===== config.mk =====
export PLATFORM = sky130hd
export DESIGN_NAME = first_fit_bitmap_allocator
export DESIGN_NICKNAME = d
export VERILOG_FILES = /design/src/rtl/ffba_pkg.sv /design/src/rtl/first_fit_bitmap_allocator.sv /design/src/rtl/ffba_ram.sv /design/src/rtl/ffba_scan.sv
export SDC_FILE = /design/constraint.sdc
export NUM_CORES = 1
export LEC_CHECK = 0
export BUFFER_PORTS_ARGS = -buffer_cell sky130_fd_sc_hd__clkbuf_2
export CAP_MARGIN = 10
export CORE_MARGIN = 1.5
export CORE_UTILIZATION = 45
export CTS_BUF_LIST = sky130_fd_sc_hd__clkbuf_16
export DETAILED_ROUTE_END_ITERATION = 6
export HOLD_SLACK_MARGIN = 0.08
export PLACE_DENSITY = 0.69
export SLEW_MARGIN = 25
export SYNTH_ARGS = -nofsm -noshare
export SYNTH_HDL_FRONTEND = slang
export SYNTH_SLANG_ARGS = --single-unit

===== constraint.sdc =====
create_clock -name clk -period 23.6 [get_ports clk]
set_input_delay 2.36 -clock clk [delete_from_list [all_inputs] [get_ports clk]]
set_output_delay 2.36 -clock clk [all_outputs]
set_load 0.01 [all_outputs]

===== src/rtl/ffba_pkg.sv =====
package ffba_pkg;

  localparam logic [1:0] KIND_ALLOC = 2'd0;
  localparam logic [1:0] KIND_FREE  = 2'd1;
  localparam logic [1:0] KIND_CLEAR = 2'd2;

  typedef struct packed {
    logic [1:0] kind;
    logic [7:0] req_size;
    logic [6:0] req_start;
  } req_t;

  typedef struct packed {
    logic       status;
    logic [6:0] alloc_start;
    logic [7:0] free_total;
    logic [7:0] largest_free_run;
  } res_t;

  typedef struct packed {
    logic clear;
    logic valid;
    logic free_bit;
  } scan_ctl_t;

endpackage


===== src/rtl/first_fit_bitmap_allocator.sv =====
// channel   ports                      handshake
// request   start, busy, req (req_t)   taken when start is high and busy is low
// result    done, res (res_t)          valid for the single cycle done is high
//
// one map unit is read per cycle from a single-bit ram by one shared run counter
// allocate: first-fit search pass, then update pass
// every request: update/statistics pass over the whole map
// after reset the map is swept to free with busy high
// results cannot be stalled; done pulses once per request
module first_fit_bitmap_allocator import ffba_pkg::*; #(
  parameter int HEAP_UNITS = 128
) (
  input  logic clk,
  input  logic rst,
  input  logic start,
  output logic busy,
  input  req_t req,
  output logic done,
  output res_t res
);

  localparam int AW = $clog2(HEAP_UNITS);
  localparam int CW = $clog2(HEAP_UNITS + 1);
  localparam int RW = AW + 10;
  localparam logic [AW-1:0] LAST = AW'(HEAP_UNITS - 1);

  typedef enum logic [2:0] {
    S_IDLE   = 3'b001,
    S_SEARCH = 3'b010,
    S_UPDATE = 3'b100
  } state_t;

  state_t        state;
  req_t          op;
  logic          issuing;
  logic [AW-1:0] ctr;
  logic          pend;
  logic [AW-1:0] pidx;
  logic          emit;
  logic          found;
  logic [AW-1:0] grant;

  logic          re;
  logic [0:0]    rdata;
  logic          new_bit;
  logic          in_rng;
  logic [RW-1:0] idx_w;
  logic [RW-1:0] lo_w;
  logic [RW-1:0] hi_w;
  logic          search_end;
  scan_ctl_t     sctl;
  logic          hit;
  logic [AW-1:0] hit_begin;
  logic [CW-1:0] free_next;
  logic [CW-1:0] best_next;
  logic [AW+6:0] grant_ext;
  logic [CW+7:0] free_ext;
  logic [CW+7:0] best_ext;
  res_t          res_next;

  assign busy = (state != S_IDLE);
  assign re   = issuing && (state != S_IDLE);

  ffba_ram #(.WIDTH(1), .DEPTH(HEAP_UNITS)) u_map (
    .clk   (clk),
    .we    (pend && (state == S_UPDATE)),
    .waddr (pidx),
    .wdata (new_bit),
    .re    (re),
    .raddr (ctr),
    .rdata (rdata)
  );

  // range check for the freed or granted run
  assign idx_w  = RW'(pidx);
  assign lo_w   = (op.kind == KIND_FREE) ? RW'(op.req_start) : RW'(grant);
  assign hi_w   = lo_w + RW'(op.req_size);
  assign in_rng = (idx_w >= lo_w) && (idx_w < hi_w);

  always_comb begin
    case (op.kind)
      KIND_ALLOC: new_bit = rdata[0] | (found & in_rng);
      KIND_FREE:  new_bit = rdata[0] & ~in_rng;
      KIND_CLEAR: new_bit = 1'b0;
      default:    new_bit = rdata[0];
    endcase
  end

  assign search_end = (state == S_SEARCH) && pend && (hit || (pidx == LAST));

  assign sctl.clear    = ((state == S_IDLE) && start) || search_end;
  assign sctl.valid    = pend && (state != S_IDLE);
  assign sctl.free_bit = (state == S_SEARCH) ? ~rdata[0] : ~new_bit;

  ffba_scan #(.HEAP_UNITS(HEAP_UNITS)) u_scan (
    .clk       (clk),
    .rst       (rst),
    .ctl       (sctl),
    .idx       (pidx),
    .size      (op.req_size),
    .hit       (hit),
    .hit_begin (hit_begin),
    .free_next (free_next),
    .best_next (best_next)
  );

  assign grant_ext = {7'b0, grant};
  assign free_ext  = {8'b0, free_next};
  assign best_ext  = {8'b0, best_next};

  always_comb begin
    res_next.status           = (op.kind == KIND_ALLOC) && !found;
    res_next.alloc_start      = found ? grant_ext[6:0] : 7'd0;
    res_next.free_total       = free_ext[7:0];
    res_next.largest_free_run = best_ext[7:0];
  end

  always_ff @(posedge clk) begin
    if (rst) begin
      state   <= S_UPDATE;
      op      <= '{kind: KIND_CLEAR, default: '0};
      issuing <= 1'b1;
      ctr     <= '0;
      pend    <= 1'b0;
      emit    <= 1'b0;
      found   <= 1'b0;
      done    <= 1'b0;
    end else begin
      done <= 1'b0;
      pend <= re;
      pidx <= ctr;
      if (re) begin
        if (ctr == LAST) begin
          issuing <= 1'b0;
        end else begin
          ctr <= ctr + AW'(1);
        end
      end
      case (state)
        S_IDLE: begin
          if (start) begin
            op      <= req;
            emit    <= 1'b1;
            found   <= 1'b0;
            ctr     <= '0;
            issuing <= 1'b1;
            if ((req.kind == KIND_ALLOC) && (req.req_size != 8'd0)) begin
              state <= S_SEARCH;
            end else begin
              state <= S_UPDATE;
            end
          end
        end
        S_SEARCH: begin
          if (search_end) begin
            found   <= hit;
            grant   <= hit_begin;
            state   <= S_UPDATE;
            ctr     <= '0;
            issuing <= 1'b1;
            pend    <= 1'b0;
          end
        end
        S_UPDATE: begin
          if (pend && (pidx == LAST)) begin
            state <= S_IDLE;
            done  <= emit;
            res   <= res_next;
          end
        end
        default: begin
          state <= S_IDLE;
        end
      endcase
    end
  end

endmodule


===== src/rtl/ffba_ram.sv =====
module ffba_ram #(
  parameter int WIDTH = 1,
  parameter int DEPTH = 128,
  localparam int AW = $clog2(DEPTH)
) (
  input  logic             clk,
  input  logic             we,
  input  logic [AW-1:0]    waddr,
  input  logic [WIDTH-1:0] wdata,
  input  logic             re,
  input  logic [AW-1:0]    raddr,
  output logic [WIDTH-1:0] rdata
);

  logic [WIDTH-1:0] mem [DEPTH];

  always_ff @(posedge clk) begin
    if (we) begin
      mem[waddr] <= wdata;
    end
    if (re) begin
      rdata <= mem[raddr];
    end
  end

endmodule


===== src/rtl/ffba_scan.sv =====
module ffba_scan import ffba_pkg::*; #(
  parameter int HEAP_UNITS = 128,
  localparam int AW = $clog2(HEAP_UNITS),
  localparam int CW = $clog2(HEAP_UNITS + 1),
  localparam int SW = (CW > 8) ? CW : 8
) (
  input  logic          clk,
  input  logic          rst,
  input  scan_ctl_t     ctl,
  input  logic [AW-1:0] idx,
  input  logic [7:0]    size,
  output logic          hit,
  output logic [AW-1:0] hit_begin,
  output logic [CW-1:0] free_next,
  output logic [CW-1:0] best_next
);

  logic [CW-1:0] run;
  logic [CW-1:0] run_next;
  logic [CW-1:0] fcnt;
  logic [CW-1:0] best;
  logic [AW-1:0] beg;

  assign run_next  = ctl.free_bit ? run + CW'(1) : '0;
  assign free_next = fcnt + CW'(ctl.free_bit);
  assign best_next = (run_next > best) ? run_next : best;
  assign hit_begin = (run == '0) ? idx : beg;
  assign hit       = ctl.valid && ctl.free_bit && (SW'(run_next) == SW'(size));

  always_ff @(posedge clk) begin
    if (rst || ctl.clear) begin
      run  <= '0;
      fcnt <= '0;
      best <= '0;
      beg  <= '0;
    end else if (ctl.valid) begin
      run  <= run_next;
      fcnt <= free_next;
      best <= best_next;
      beg  <= hit_begin;
    end
  end

endmodule


* Word level (Yosys, flattened, before mapping)
Memory sizes are Yosys's and may differ from the RTL's. A register that Yosys moved wholly into a read port is not among the register bits.
Index checks and enable logic that the tools add are counted.
** Word-level totals
- Flip-flop bits (word level) :: 101
- Bits in writable memories :: 128
- Bits of input ports :: 20
- Memories kept :: 1
** Memory list
- u_map.mem :: words 128, bits a word 1, rd ports 1, clocked after Yosys merged registers in 1, wr ports 1, line ffba_ram.sv:15 : logic [WIDTH-1:0] mem [DEPTH];
** Operators by class
- Magnitude comparators :: 3
- Add/subtract/negate cells :: 4
- Mux-type cells :: 28
- Bitwise logic cells :: 9
- Reductions and logical operators :: 27
- Equal/unequal tests :: 12
** Operators by type and width (count)
- two-way mux 7 bit :: 6
- two-way mux 8 bit :: 2
- == test 7 bit, second input constant :: 2
- one-hot mux 7 bit (2 select lines) :: 1
- logical AND 1 bit :: 12
- two-way mux 3 bit :: 4
- AND reduction 3 bit :: 4
- two-way mux 1 bit :: 11
- adder 7 x 8 -> 9 bit :: 1
- < comparator 7 x 9 -> 1 bit :: 1
- one-hot mux 3 bit (3 select lines) :: 1
- adder 8 x 1 -> 8 bit :: 1
- adder 8 x 1 -> 8 bit, second input constant :: 1
- == test 8 bit :: 1
- greater-than comparator 8 bit :: 1
- logical NOT 8 bit :: 1
- nonzero test 8 bit :: 1
- adder 7 x 1 -> 7 bit, second input constant :: 1
- >= comparator 7 bit :: 1
- NOT 1 bit :: 6
- logical NOT 2 bit :: 2
- inequality test 2 bit, second input constant :: 2
- one-hot mux 1 bit (2 select lines) :: 2
- == test 3 x 1 -> 1 bit, second input constant :: 1
- 14 further kinds :: 17

* Longest topological paths before layout
Gate-level depths: netlist of run 1.
- Depth in word-level cells :: 17
- Gate-level depth with buffers :: 27

* Modules after synthesis
From an unflattened synthesis of run 1, not the netlist that was laid out.
** Second synthesis, totals
- Cell total of the unflattened synthesis :: 932
- Area, all modules :: 10980.5 um^2
** Modules (own cells, without submodules)
- ffba_ram :: times used 1, cells an instance 395, sequential area each 3873.7 um^2, area an instance 5729.2 um^2
- first_fit_bitmap_allocator :: times used 1, cells an instance 301, sequential area each 1781.7 um^2, area an instance 3234.4 um^2
- ffba_scan :: times used 1, cells an instance 236, sequential area each 620.6 um^2, area an instance 2016.9 um^2

* Least setup slack after synthesis of run 1
OpenSTA, ideal clock, no wires.
- Kind :: register -> register
- Start :: register op[15] (netlist name)
- End :: memory u_map.mem[0] (data pin)
- Buffers on the path :: 2
- Cell stages (with the launch flop) :: 17
- Arrival time :: 14.374 ns
- Path slack :: 6.882 ns
- Library setup time :: 2.344 ns
- Required time :: 21.256 ns
- Path through :: dfxtp_1 > clkbuf_1 > nand2b_1 > clkbuf_1 > mux2_2 > ha_1 > fa_1 > nand3_1 > a21oi_1 > a211oi_1 > xor2_1 > ha_1 > and4_1 > a221o_1 > o21ai_1 > a31oi_1 > a2111oi_0
** On the way
- Word-level cells in the longest chain between the ends :: 8
- Elaborated cells on any way between the ends :: 13
- Those cells by class :: add/sub: 1; order compare: 2; eq/ne: 2; mux: 2; bitwise: 4; reduce/logical: 2
** RTL lines
- start: declaration :: line first_fit_bitmap_allocator.sv:34 : req_t op;
- start signal: assignment :: line first_fit_bitmap_allocator.sv:142 : op <= req;
- == test 2 x 1 -> 1 bit :: line first_fit_bitmap_allocator.sv:76, first_fit_bitmap_allocator.sv:81
- two-way mux 7 bit :: line first_fit_bitmap_allocator.sv:76 : assign lo_w = (op.kind == KIND_FREE) ? RW'(op.req_start) : RW'(grant);
- adder 7 x 8 -> 9 bit :: line first_fit_bitmap_allocator.sv:77 : assign hi_w = lo_w + RW'(op.req_size);
- < comparator 7 x 9 -> 1 bit :: line first_fit_bitmap_allocator.sv:78 : assign in_rng = (idx_w >= lo_w) && (idx_w < hi_w);
- logical AND 1 bit :: line first_fit_bitmap_allocator.sv:78
- AND 1 bit or NOT 1 bit (tied branches) :: line first_fit_bitmap_allocator.sv:82, first_fit_bitmap_allocator.sv:83
- OR 1 bit or AND 1 bit (tied branches) :: line first_fit_bitmap_allocator.sv:82, first_fit_bitmap_allocator.sv:83
- one-hot mux 1 bit (3 select lines) * :: line first_fit_bitmap_allocator.sv:81 : case (op.kind)
- net new_bit :: line first_fit_bitmap_allocator.sv:45 : logic new_bit;
- end: declaration :: line ffba_ram.sv:15
The timed path passes the listed nets; every way through them passes the cells marked *.

* Worst setup path in the final report of run 1
- Start :: register op[16] (netlist name)
- End :: register u_scan.best[5]
** On the way
- Word-level cells in the longest chain between the ends :: 17
- Elaborated cells on any way between the ends :: 25
- Those cells by class :: add/sub: 1; order compare: 3; eq/ne: 3; mux: 5; bitwise: 5; reduce/logical: 8
** RTL lines
- == test 2 x 1 -> 1 bit :: line first_fit_bitmap_allocator.sv:76, first_fit_bitmap_allocator.sv:81
- two-way mux 7 bit :: line first_fit_bitmap_allocator.sv:76
- adder 7 x 8 -> 9 bit :: line first_fit_bitmap_allocator.sv:77
- < comparator 7 x 9 -> 1 bit :: line first_fit_bitmap_allocator.sv:78
- logical AND 1 bit :: line first_fit_bitmap_allocator.sv:78
- AND 1 bit or NOT 1 bit (tied branches) :: line first_fit_bitmap_allocator.sv:82, first_fit_bitmap_allocator.sv:83
- OR 1 bit or AND 1 bit (tied branches) :: line first_fit_bitmap_allocator.sv:82, first_fit_bitmap_allocator.sv:83
- one-hot mux 1 bit (3 select lines) * :: line first_fit_bitmap_allocator.sv:81
- NOT 1 bit * :: line first_fit_bitmap_allocator.sv:93 : assign sctl.free_bit = (state == S_SEARCH) ? ~rdata[0] : ~new_bit;
- two-way mux 1 bit * :: line first_fit_bitmap_allocator.sv:93
- branches (longest 7 deep; another with greater-than comparator 8 bit)
- end signal: assignment :: line ffba_scan.sv:39 : best <= best_next;
- end: declaration :: line ffba_scan.sv:21 : logic [CW-1:0] best;
Every way passes the cells marked *.
A chain may end at the register's enable or synchronous reset.

==> flow_metrics.py, run 1 <==
metrics = {
    "layout": {
        "drive_gt1_share_pct": 16.0,
        "layout_commonest_cell": "nor2_1",
        "nets": 1013,
        "antennaDiodeCount": 0,
        "fin_cells": 1294,
        "utilization_pct": 51.4,
        "final_cell_mix": "176 x nor2_1, 167 x edfxtp_1, 98 x nand2_1",
        "area_delta_synth_final_pct": 11.8,
    },
    "placement": {
        "pre_cts_ws_ns": 17.53,
        "numPortBuffers": 45,
        "dpl.hpwl_mm": 14.9,
        "dp_cells": 1249,
        "gp_congestion": 0.942,
    },
    "sta": {
        "finalMaxSlewViolations": 0,
        "period_needed_ns": 6.15,
        "rsz0062_at_grt": "no",
        "worst_slew_pin_slew_ns": 0.972,
        "fin_skew_ns": 0.0183,
        "max_freq_ghz": 0.163,
        "setup_tns_ns": 0,
        "hold_viol": 0,
        "fin_ws_ns": 17.45,
        "setup_viol": 0,
        "slew_headroom_pct": 34.7,
        "period_share_pct": 26.1,
    },
    "synth": {
        "synth_seq_cells": 230,
        "synth_edf_count": 167,
        "synth_cell_types": 49,
        "syn-instance-count": 922,
        "synth_area_per_cell_um2": 11.7,
        "syn_area_um2": 10800,
        "synth-async-reset-ratio_pct": 0,
        "syn_nets": 978,
        "ys_seq_area_share_pct": 58.0,
        "ys.flop_type": "edfxtp_1",
        "yosysWarningCount": 0,
    },
    "clock_tree": {
        "clock_path_buffers": 3,
        "cts_hold_buf": 0,
        "ctsResizeCount": 0,
        "cts_buffers": 25,
        "cts_setup_buffers": 0,
        "clk_pin_slew_ns": 0.06,
        "cts_tree": "yes",
        "cts_htree_levels": 1,
        "clk_latency_ns": 0.52,
        "root_buffer": "clkbuf_16",
        "cts_sinks": 230,
    },
    "detailed_routing": {
        "vias": 7120,
        "top_layer": "met4",
        "drc": 0,
        "via_per_inst": 5.50,
        "routedWlPerCell_um": 18.1,
        "met1_length_mm": 10.3,
        "routed-wl-met3_mm": 1.34,
        "dr.pass1.iters": 5,
        "wl_met2_mm": 11.2,
        "ant_nets": 0,
        "finalWirelength_mm": 23.4,
        "drt_iter0_markers": 706,
    },
    "setup_path": {
        "crit_type": "reg -> reg",
        "worstSetupEndpointType": "flop",
        "path_max_fanout": 16,
        "arrival_ns": 6.54,
        "cp.required_ns": 23.99,
        "cp-start-kind": "flop",
    },
    "grt": {
        "grt_pass1_vias": 6928,
        "overflow": 0,
        "grt_max_degree": 129,
        "grt_pass1_wl_mm": 37.1,
        "antenna_found_initial": 0,
        "grt_use_total_pct": 19.2,
    },
    "power": {
        "p_leak_nw": 4.16,
        "power_density_nw_per_um2": 90.3,
        "p_total_w": 0.00109,
        "vdd_drop_max_mv": 0.0683,
    },
    "floorplan": {
        "start_util_pct": 46.0,
        "core_area_um2": 23500,
        "ios": 46,
        "fp.dieH_um": 158,
        "rows": 56,
        "die_area_um2": 25000,
        "die_x_um": 158,
    },
    "outcome": {
        "status": "finished, final reports clean",
    },
    "job": {
        "cap_viol_max_count": 0,
    },
    "hold_path": {
        "hold_path.class": "reg -> reg",
    },
}
## sequential cells by signal (all words and copies together), names as in the netlist
| name | flops |
|---|---|
| u_scan.fcnt | 8 |
| u_scan.beg | 7 |
| u_map.mem | 128 |
| pend | 1 |
| grant | 7 |
| issuing | 1 |
| u_map.rdata | 1 |
| u_scan.best | 8 |
| state | 3 |
| pidx | 7 |
| ctr | 7 |
| u_scan.run | 8 |
| res | 24 |
| emit | 1 |
| done | 1 |
| found | 1 |
| op | 17 |
## path summary, 6_finish.rpt
path / from / endpoint / slack (ns) / cells after the start
hold reg to reg: emit / done / 0.46 / 1
hold / removal: emit / done / 0.46 / 1
setup / recovery: op[16] / u_scan.best[5] / 17.45 / 25
setup reg to reg: op[16] / u_scan.best[5] / 17.45 / 25
## where the power goes
| part | leakage, nW | switching, W | internal (W) | total (W) |
|---|---|---|---|---|
| clock | 0.402 | 0.000152 | 0.000213 | 0.000366 |
| sequential | 1.99 | 0.0000291 | 0.000456 | 0.000485 |
| combinational | 1.77 | 0.000126 | 0.000115 | 0.000241 |
| total | 4.16 | 0.000308 | 0.000784 | 0.00109 |
## worst max-delay path, stage by stage, from the launching register on
cell      delay, ns
dfxtp_1        0.42
nand2b_1       0.37
mux2_2         0.40
ha_1           0.23
fa_1           0.40
nand3_1        0.10
a21oi_1        0.09
a211oi_1       0.28
xor2_1         0.19
ha_1           0.26
and4_1         0.17
a221o_1        0.34
o21ai_1        0.12
a21oi_1        0.18
nor3_2         0.45
buf_4          0.30
nand2_1        0.09
ha_1           0.28
nand2_1        0.07
nor3_1         0.05
a21oi_1        0.14
o21ai_0        0.10
buf_4          0.19
nor2_1         0.49
mux2i_1        0.26
nor2_1         0.06
## cell families after synthesis
group / share of synthesized area (%)
XOR/XNOR: 3.11
buffers and inverters: 2.73
AND/OR/NAND/NOR: 15.8
adder cells (fa/ha/maj): 4.23
flip-flops: 58.0
multiplexers: 11.2
AO/OA/AOI/OAI: 4.90
## layer usage
metal  up-vias  GRT usage [%]
met1      3476           26.3
met4         0           5.70
met2       234           31.4
li1       3366              -
met3        44           3.07
met5         -              0
## stage by stage
step                      instance area [µm²]  hold WS (ns)
final                                   12100         0.460
after global routing                    12100         0.487
after CTS                               12100         0.463
after detailed placement                11300         0.449
after global placement                  11300         0.438
after floorplan                         10800         0.406
## Yosys cell counts, types with 20 or more instances
cell | number | area, µm²
nor2_1 | 177 | 664
edfxtp_1 | 167 | 5010
nand2_1 | 98 | 368
dfxtp_1 | 63 | 1260
a21oi_1 | 50 | 250
mux4_2 | 41 | 923
nand3_1 | 37 | 185
ha_1 | 35 | 438
clkbuf_1 | 32 | 120
inv_1 | 26 | 97.6
nor3_1 | 21 | 105
mux2_2 | 20 | 225
## final cells by class
type / instances / area (µm²)
fill: 2097 / 11400
sequential: 230 / 6280
multi-input combinational: 621 / 4260
clock buffer: 25 / 626
tap: 319 / 399
timing repair buffer: 53 / 289
clock inverter: 20 / 143
inverter: 26 / 97.6
Note: power is estimated with default switching activity, not from simulation.
==> inputs of run 2 (changes only) <==
==> constraint.sdc (replaced) <==
create_clock -name clk -period 6.3 [get_ports clk]
set_input_delay 0.63 -clock clk [delete_from_list [all_inputs] [get_ports clk]]
set_output_delay 0.63 -clock clk [all_outputs]
set_load 0.01 [all_outputs]
==> run 2 against run 1 <==
- clock power increased to 3.6 times the previous value
- count of clock-buffer cells in the layout unchanged
- via count down 1.1%
- non-clock buffer count increased by 4
- utilization grew 0.11 points
==> flow_metrics.py, run 2 (synthesized netlist as in run 1, its figures left out) <==
metrics = {
    "outcome": {
        "status": "finished, final reports clean",
    },
    "layout": {
        "largestRegisters": "u_map.mem (128), res (24), op (17)",
        "drive_gt1_share_pct": 16.4,
        "fin_cells": 1299,
        "fill_cells": 2056,
        "largest_reg_flops": 128,
        "area_delta_synth_final_pct": 12.0,
        "layout_commonest_cell": "nor2_1",
        "antennaDiodeCount": 0,
        "nets": 1017,
        "final_cell_mix": "175 x nor2_1, 167 x edfxtp_1, 98 x nand2_1",
        "utilization_pct": 51.5,
        "top_register": "u_map.mem",
    },
    "floorplan": {
        "start_util_pct": 46.0,
        "fp.dieH_um": 158,
        "die_area_um2": 25000,
        "rows": 56,
        "ios": 46,
        "die_x_um": 158,
        "core_area_um2": 23500,
    },
    "setup_path": {
        "cp.required_ns": 6.57,
        "crit_type": "reg -> reg",
        "path_max_fanout": 21,
        "cp-start-kind": "flop",
        "worstSetupEndpointType": "flop",
        "arrival_ns": 6.12,
    },
    "power": {
        "pwr-share-comb_pct": 22.9,
        "netSwitchingPower_w": 0.00118,
        "clkPwrFrac_pct": 32.4,
        "switching_share_pct": 29.0,
        "seqPwrFrac_pct": 44.7,
        "p_total_w": 0.00407,
        "p_leak_nw": 4.17,
        "vdd_drop_max_mv": 0.222,
        "p_int_w": 0.00289,
        "power_density_nw_per_um2": 336,
    },
    "hold_path": {
        "hold_path.class": "in -> reg",
    },
    "clock_tree": {
        "clock_path_buffers": 3,
        "cts_tree": "yes",
        "cts_buffers": 25,
        "cts_hold_buf": 0,
        "root_buffer": "clkbuf_16",
        "cts_htree_levels": 1,
        "clk_latency_ns": 0.54,
        "clk_pin_slew_ns": 0.07,
        "cts_setup_buffers": 0,
        "cts_sinks": 230,
    },
    "sta": {
        "setup_tns_ns": 0,
        "period_share_pct": 92.8,
        "period_needed_ns": 5.85,
        "worst_slew_pin_slew_ns": 0.979,
        "hold_viol": 0,
        "rsz0062_at_grt": "no",
        "finalMaxSlewViolations": 0,
        "max_freq_ghz": 0.171,
        "fin_skew_ns": 0.0243,
        "setup_viol": 0,
        "slew_headroom_pct": 34.5,
    },
    "grt": {
        "grt_pass1_vias": 6591,
        "grt_max_degree": 129,
        "antenna_found_initial": 0,
        "grt_pass1_wl_mm": 36.3,
        "overflow": 0,
        "grt_use_total_pct": 18.9,
    },
    "detailed_routing": {
        "drt_iter0_markers": 691,
        "via_per_inst": 5.42,
        "finalWirelength_mm": 23.3,
        "drc": 0,
        "dr.pass1.iters": 5,
        "ant_nets": 0,
        "routedWlPerCell_um": 17.9,
        "vias": 7044,
    },
    "placement": {
        "dp_cells": 1253,
        "dpl.hpwl_mm": 14.9,
        "numPortBuffers": 45,
        "gp_congestion": 0.918,
    },
    "job": {
        "cap_viol_max_count": 0,
    },
}
-- run 2: cell types whose count changed in the layout (fill, tap and decap cells not counted), sizes merged --
cell,previous run,this run
buf,8,12
inv,33,37
bufinv,2,0
clkinv,11,9
clkinvlp,0,1
-- run 2: area by class of cell --
cell class / count / area, µm² / area share [%]
clock buffer: 25 / 626 / 5.16
inverter: 26 / 97.6 / 0.805
clock inverter: 21 / 113 / 0.929
timing repair buffer: 57 / 328 / 2.70
multi-input combinational: 621 / 4280 / 35.3
sequential: 230 / 6280 / 51.8
tap: 319 / 399 / 3.29
-- run 2: power groups by stage --
stage	Clock, W	Sequential (W)	Combinational [W]
6_report	0.00132	0.00182	0.000930
5_1_grt	0.00140	0.00183	0.00102
4_1_cts	0.00135	0.00182	0.000938
3_5_place_dp	0	0.00185	0.000932
3_3_place_gp	0	0.00185	0.000918
2_1_floorplan	0	0.00178	0.000749
-- run 2: worst paths after layout --
check          from      to  slack (ns)  cells past startpoint
max          op[16]  res[6]        0.45                     23
min          req[5]   op[5]        0.31                      3
max reg2reg  op[16]  res[6]        0.45                     23
min reg2reg    emit    done        0.46                      1
-- run 2: worst max-delay path, cell delays in order, from the launching register on --
cell,delay [ns]
dfxtp_1,0.43
nand2b_1,0.35
mux2_2,0.40
ha_1,0.22
fa_2,0.36
nand3_1,0.09
a21oi_1,0.10
a211oi_1,0.24
xor2_1,0.20
ha_1,0.26
and4_1,0.17
a221o_1,0.34
o21ai_1,0.12
a21oi_1,0.15
nor3_2,0.28
buf_4,0.29
and2_1,0.18
ha_1,0.24
a21o_1,0.16
a21oi_1,0.18
nand2b_1,0.07
o21ai_0,0.21
buf_4,0.20
mux2_2,0.33
-- run 2: metal layers --
metal / track usage, % / routed length, µm / up-vias
met5: 0 / 0 / -
met4: 6.05 / 658 / 0
met3: 2.55 / 1230 / 51
met2: 30.1 / 10700 / 197
met1: 26.8 / 10700 / 3416
li1: - / - / 3380
-- run 2: per-stage QoR --
step                area [µm²]  hold slack [ns]  setup WS (ns)
floorplan                10800            0.406         0.0219
global placement         11400            0.441          0.562
detailed placement       11400            0.449          0.434
CTS                      12100            0.302          0.415
global route             12100            0.322         0.0416
finish                   12100            0.315          0.455
-- run 2: repair_timing --
action / 4_1_cts / 5_1_grt
hold endpoints to repair: 0 / 0
endpoints found under the setup margin: 0 / 7
gates resized for setup: 0 / 1
==> inputs of run 3 (changes only) <==
--- a/config.mk
+++ b/config.mk
@@ -12,7 +12,7 @@
 export CTS_BUF_LIST = sky130_fd_sc_hd__clkbuf_16
 export DETAILED_ROUTE_END_ITERATION = 6
 export HOLD_SLACK_MARGIN = 0.08
-export PLACE_DENSITY = 0.69
+export PLACE_DENSITY = 0.72
 export SLEW_MARGIN = 25
 export SYNTH_ARGS = -nofsm -noshare
 export SYNTH_HDL_FRONTEND = slang
==> constraint.sdc (replaced) <==
create_clock -name clk -period 5.05 [get_ports clk]
set_input_delay 0.505 -clock clk [delete_from_list [all_inputs] [get_ports clk]]
set_output_delay 0.505 -clock clk [all_outputs]
set_load 0.01 [all_outputs]
==> run 3 against run 2 <==
- first-iteration DRC count fell by 25%
- non-clock buffer count is 27 higher
- critical path type unchanged
- critical endpoint is now res[2]
- via count rose by 3.8%
- critical path depth did not move
- sequential share of layout area shrank 1.9 points
- worst hold slack got worse by 0.12 ns
- fmax increased by 17%
- sequential cell count unchanged
- setup slack got worse by 0.39 ns
- combinational power is 39% higher
==> flow_metrics.py, run 3 (synthesized netlist as in run 1, its figures left out) <==
metrics = {
    "setup_path": {
        "arrival_ns": 5.26,
        "max_stage_delay_ns": 0.42,
        "slowest_stage": "fa_2",
        "rrSetupSlack_ns": 0.06,
        "worstSetupEndpointType": "flop",
        "cp.required_ns": 5.32,
        "path_max_fanout": 7,
        "cp-start-kind": "flop",
        "crit_type": "reg -> reg",
        "path_cells": "nand2b_4 > mux2_4 > ha_4 > fa_2 > nand3_4 > a21oi_4 > a211oi_2 > xor2_1 > ha_1 > and4_1 > a221o_1 > o21a_1 > nor3_4 > buf_4 > buf_4 > nor4_4 > ha_1 > a21o_1 > a21oi_2 > nand2b_1 > o21ai_2 > buf_6 > mux2_2",
    },
    "clock_tree": {
        "cts_buffers": 25,
        "cts_sinks": 230,
        "cts_hold_buf": 0,
        "clock_path_buffers": 3,
        "clk_pin_slew_ns": 0.06,
        "root_buffer": "clkbuf_16",
        "cts_tree": "yes",
        "cts_htree_levels": 1,
        "clk_latency_ns": 0.52,
    },
    "grt": {
        "antenna_found_initial": 0,
        "grt_max_degree": 129,
        "grt_pass1_vias": 6905,
        "overflow": 0,
        "grt_use_total_pct": 19.2,
        "grt_pass1_wl_mm": 36.9,
    },
    "power": {
        "power_density_nw_per_um2": 423,
        "seqPwrFrac_pct": 43.5,
        "vdd_drop_max_mv": 0.312,
        "netSwitchingPower_w": 0.00152,
        "p_leak_nw": 4.37,
        "clkPwrFrac_pct": 32.3,
        "p_int_w": 0.00380,
        "switching_share_pct": 28.6,
        "pwr-share-comb_pct": 24.2,
    },
    "layout": {
        "fin_cells": 1324,
        "largest_reg_flops": 128,
        "stdcell_area_um2": 12600,
        "utilization_pct": 53.5,
        "largestRegisters": "u_map.mem (128), res (24), op (17)",
        "nets": 1044,
        "final_cell_mix": "175 x nor2_1, 167 x edfxtp_1, 97 x nand2_1",
        "layout_commonest_cell": "nor2_1",
        "drive_gt1_share_pct": 21.7,
        "top_register": "u_map.mem",
        "area_delta_synth_final_pct": 16.4,
        "antennaDiodeCount": 0,
    },
    "floorplan": {
        "fp.dieH_um": 158,
        "die_area_um2": 25000,
        "ios": 46,
        "rows": 56,
        "core_area_um2": 23500,
        "die_x_um": 158,
        "start_util_pct": 46.0,
    },
    "sta": {
        "worst_slew_pin_slew_ns": 0.960,
        "max_freq_ghz": 0.200,
        "period_needed_ns": 4.99,
        "setup_viol": 0,
        "setup_tns_ns": 0,
        "hold_viol": 0,
        "slew_headroom_pct": 35.8,
        "period_share_pct": 98.8,
        "fin_ws_ns": 0.0622,
        "fin_skew_ns": 0.0188,
        "rsz0062_at_grt": "yes",
        "finalMaxSlewViolations": 0,
    },
    "detailed_routing": {
        "drc": 0,
        "vias": 7313,
        "drt_iter0_markers": 520,
        "via_per_inst": 5.52,
        "ant_nets": 0,
        "routedWlPerCell_um": 18.2,
        "finalWirelength_mm": 24.1,
        "dr.pass1.iters": 7,
    },
    "placement": {
        "gp_congestion": 0.918,
        "numPortBuffers": 45,
        "placed_area_um2": 11500,
        "dp_cells": 1266,
        "pre_cts_ws_ns": -0.135,
        "dpl.hpwl_mm": 15.2,
    },
    "outcome": {
        "status": "finished, final reports clean",
    },
    "hold_path": {
        "hold_path.class": "in -> reg",
    },
    "job": {
        "cap_viol_max_count": 0,
    },
}
[run 3: cell types whose count changed in the layout (fill, tap and decap cells not counted), moves of 5 or more]
cell / delta
buf_4: +22
a21oi_1: -5
ha_1: -7
ha_4: +7
[run 3: what timing repair did]
action,in CTS,in global routing
setup endpoints to repair,15,17
buffers inserted,6,9
gates cloned,0,1
resized for setup,5,38
pin swaps,3,10
endpoints found under the hold margin,0,0
[run 3: through the flow]
step                      hold WS (ns)  power (W)
after floorplan                  0.406    0.00316
after global placement           0.438    0.00346
after detailed placement         0.446    0.00348
after CTS                        0.191    0.00520
after global routing             0.208    0.00555
final                            0.199    0.00532
[run 3: power groups by stage]
| stage | combinational [W] | clock (W) | sequential (W) |
|---|---|---|---|
| finish | 0.00129 | 0.00172 | 0.00231 |
| global route | 0.00140 | 0.00182 | 0.00233 |
| CTS | 0.00114 | 0.00174 | 0.00231 |
| detailed placement | 0.00113 | 0 | 0.00235 |
| global placement | 0.00111 | 0 | 0.00235 |
| floorplan | 0.000938 | 0 | 0.00222 |
[run 3: worst paths after layout]
check                           endpoint   start  cells after the start
worst min register to register      done    emit                      1
worst min-delay path               op[3]  req[3]                      3
worst max register to register    res[2]  op[16]                     23
worst max-delay path              res[2]  op[16]                     23
[run 3: final cells by class]
type / instances / area [µm²]
Inverter: 26 / 97.6
Timing Repair Buffer: 84 / 543
Clock buffer: 25 / 626
Tap cell: 319 / 399
Fill cell: 2001 / 11000
Multi-Input combinational cell: 621 / 4510
Clock inverter: 19 / 139
Sequential cell: 230 / 6280
[run 3: metal layers]
metal  track usage, %  routed length [µm]
met5                0                   0
met4             6.59                 657
met3             3.12                1580
met2             31.5               11500
met1             26.0               10400
[run 3: critical path, delay by kind of cell (launching register included)]
kind                       cells  cell delay, ns
buffers and inverters          3            0.43
and+or+nand+nor                6            0.80
adders and majority gates      4            1.06
AOI/OAI and AO/OA              7            1.28
DFF                            1            0.31
xor gates and xnor gates       1            0.19
muxes                          2            0.66
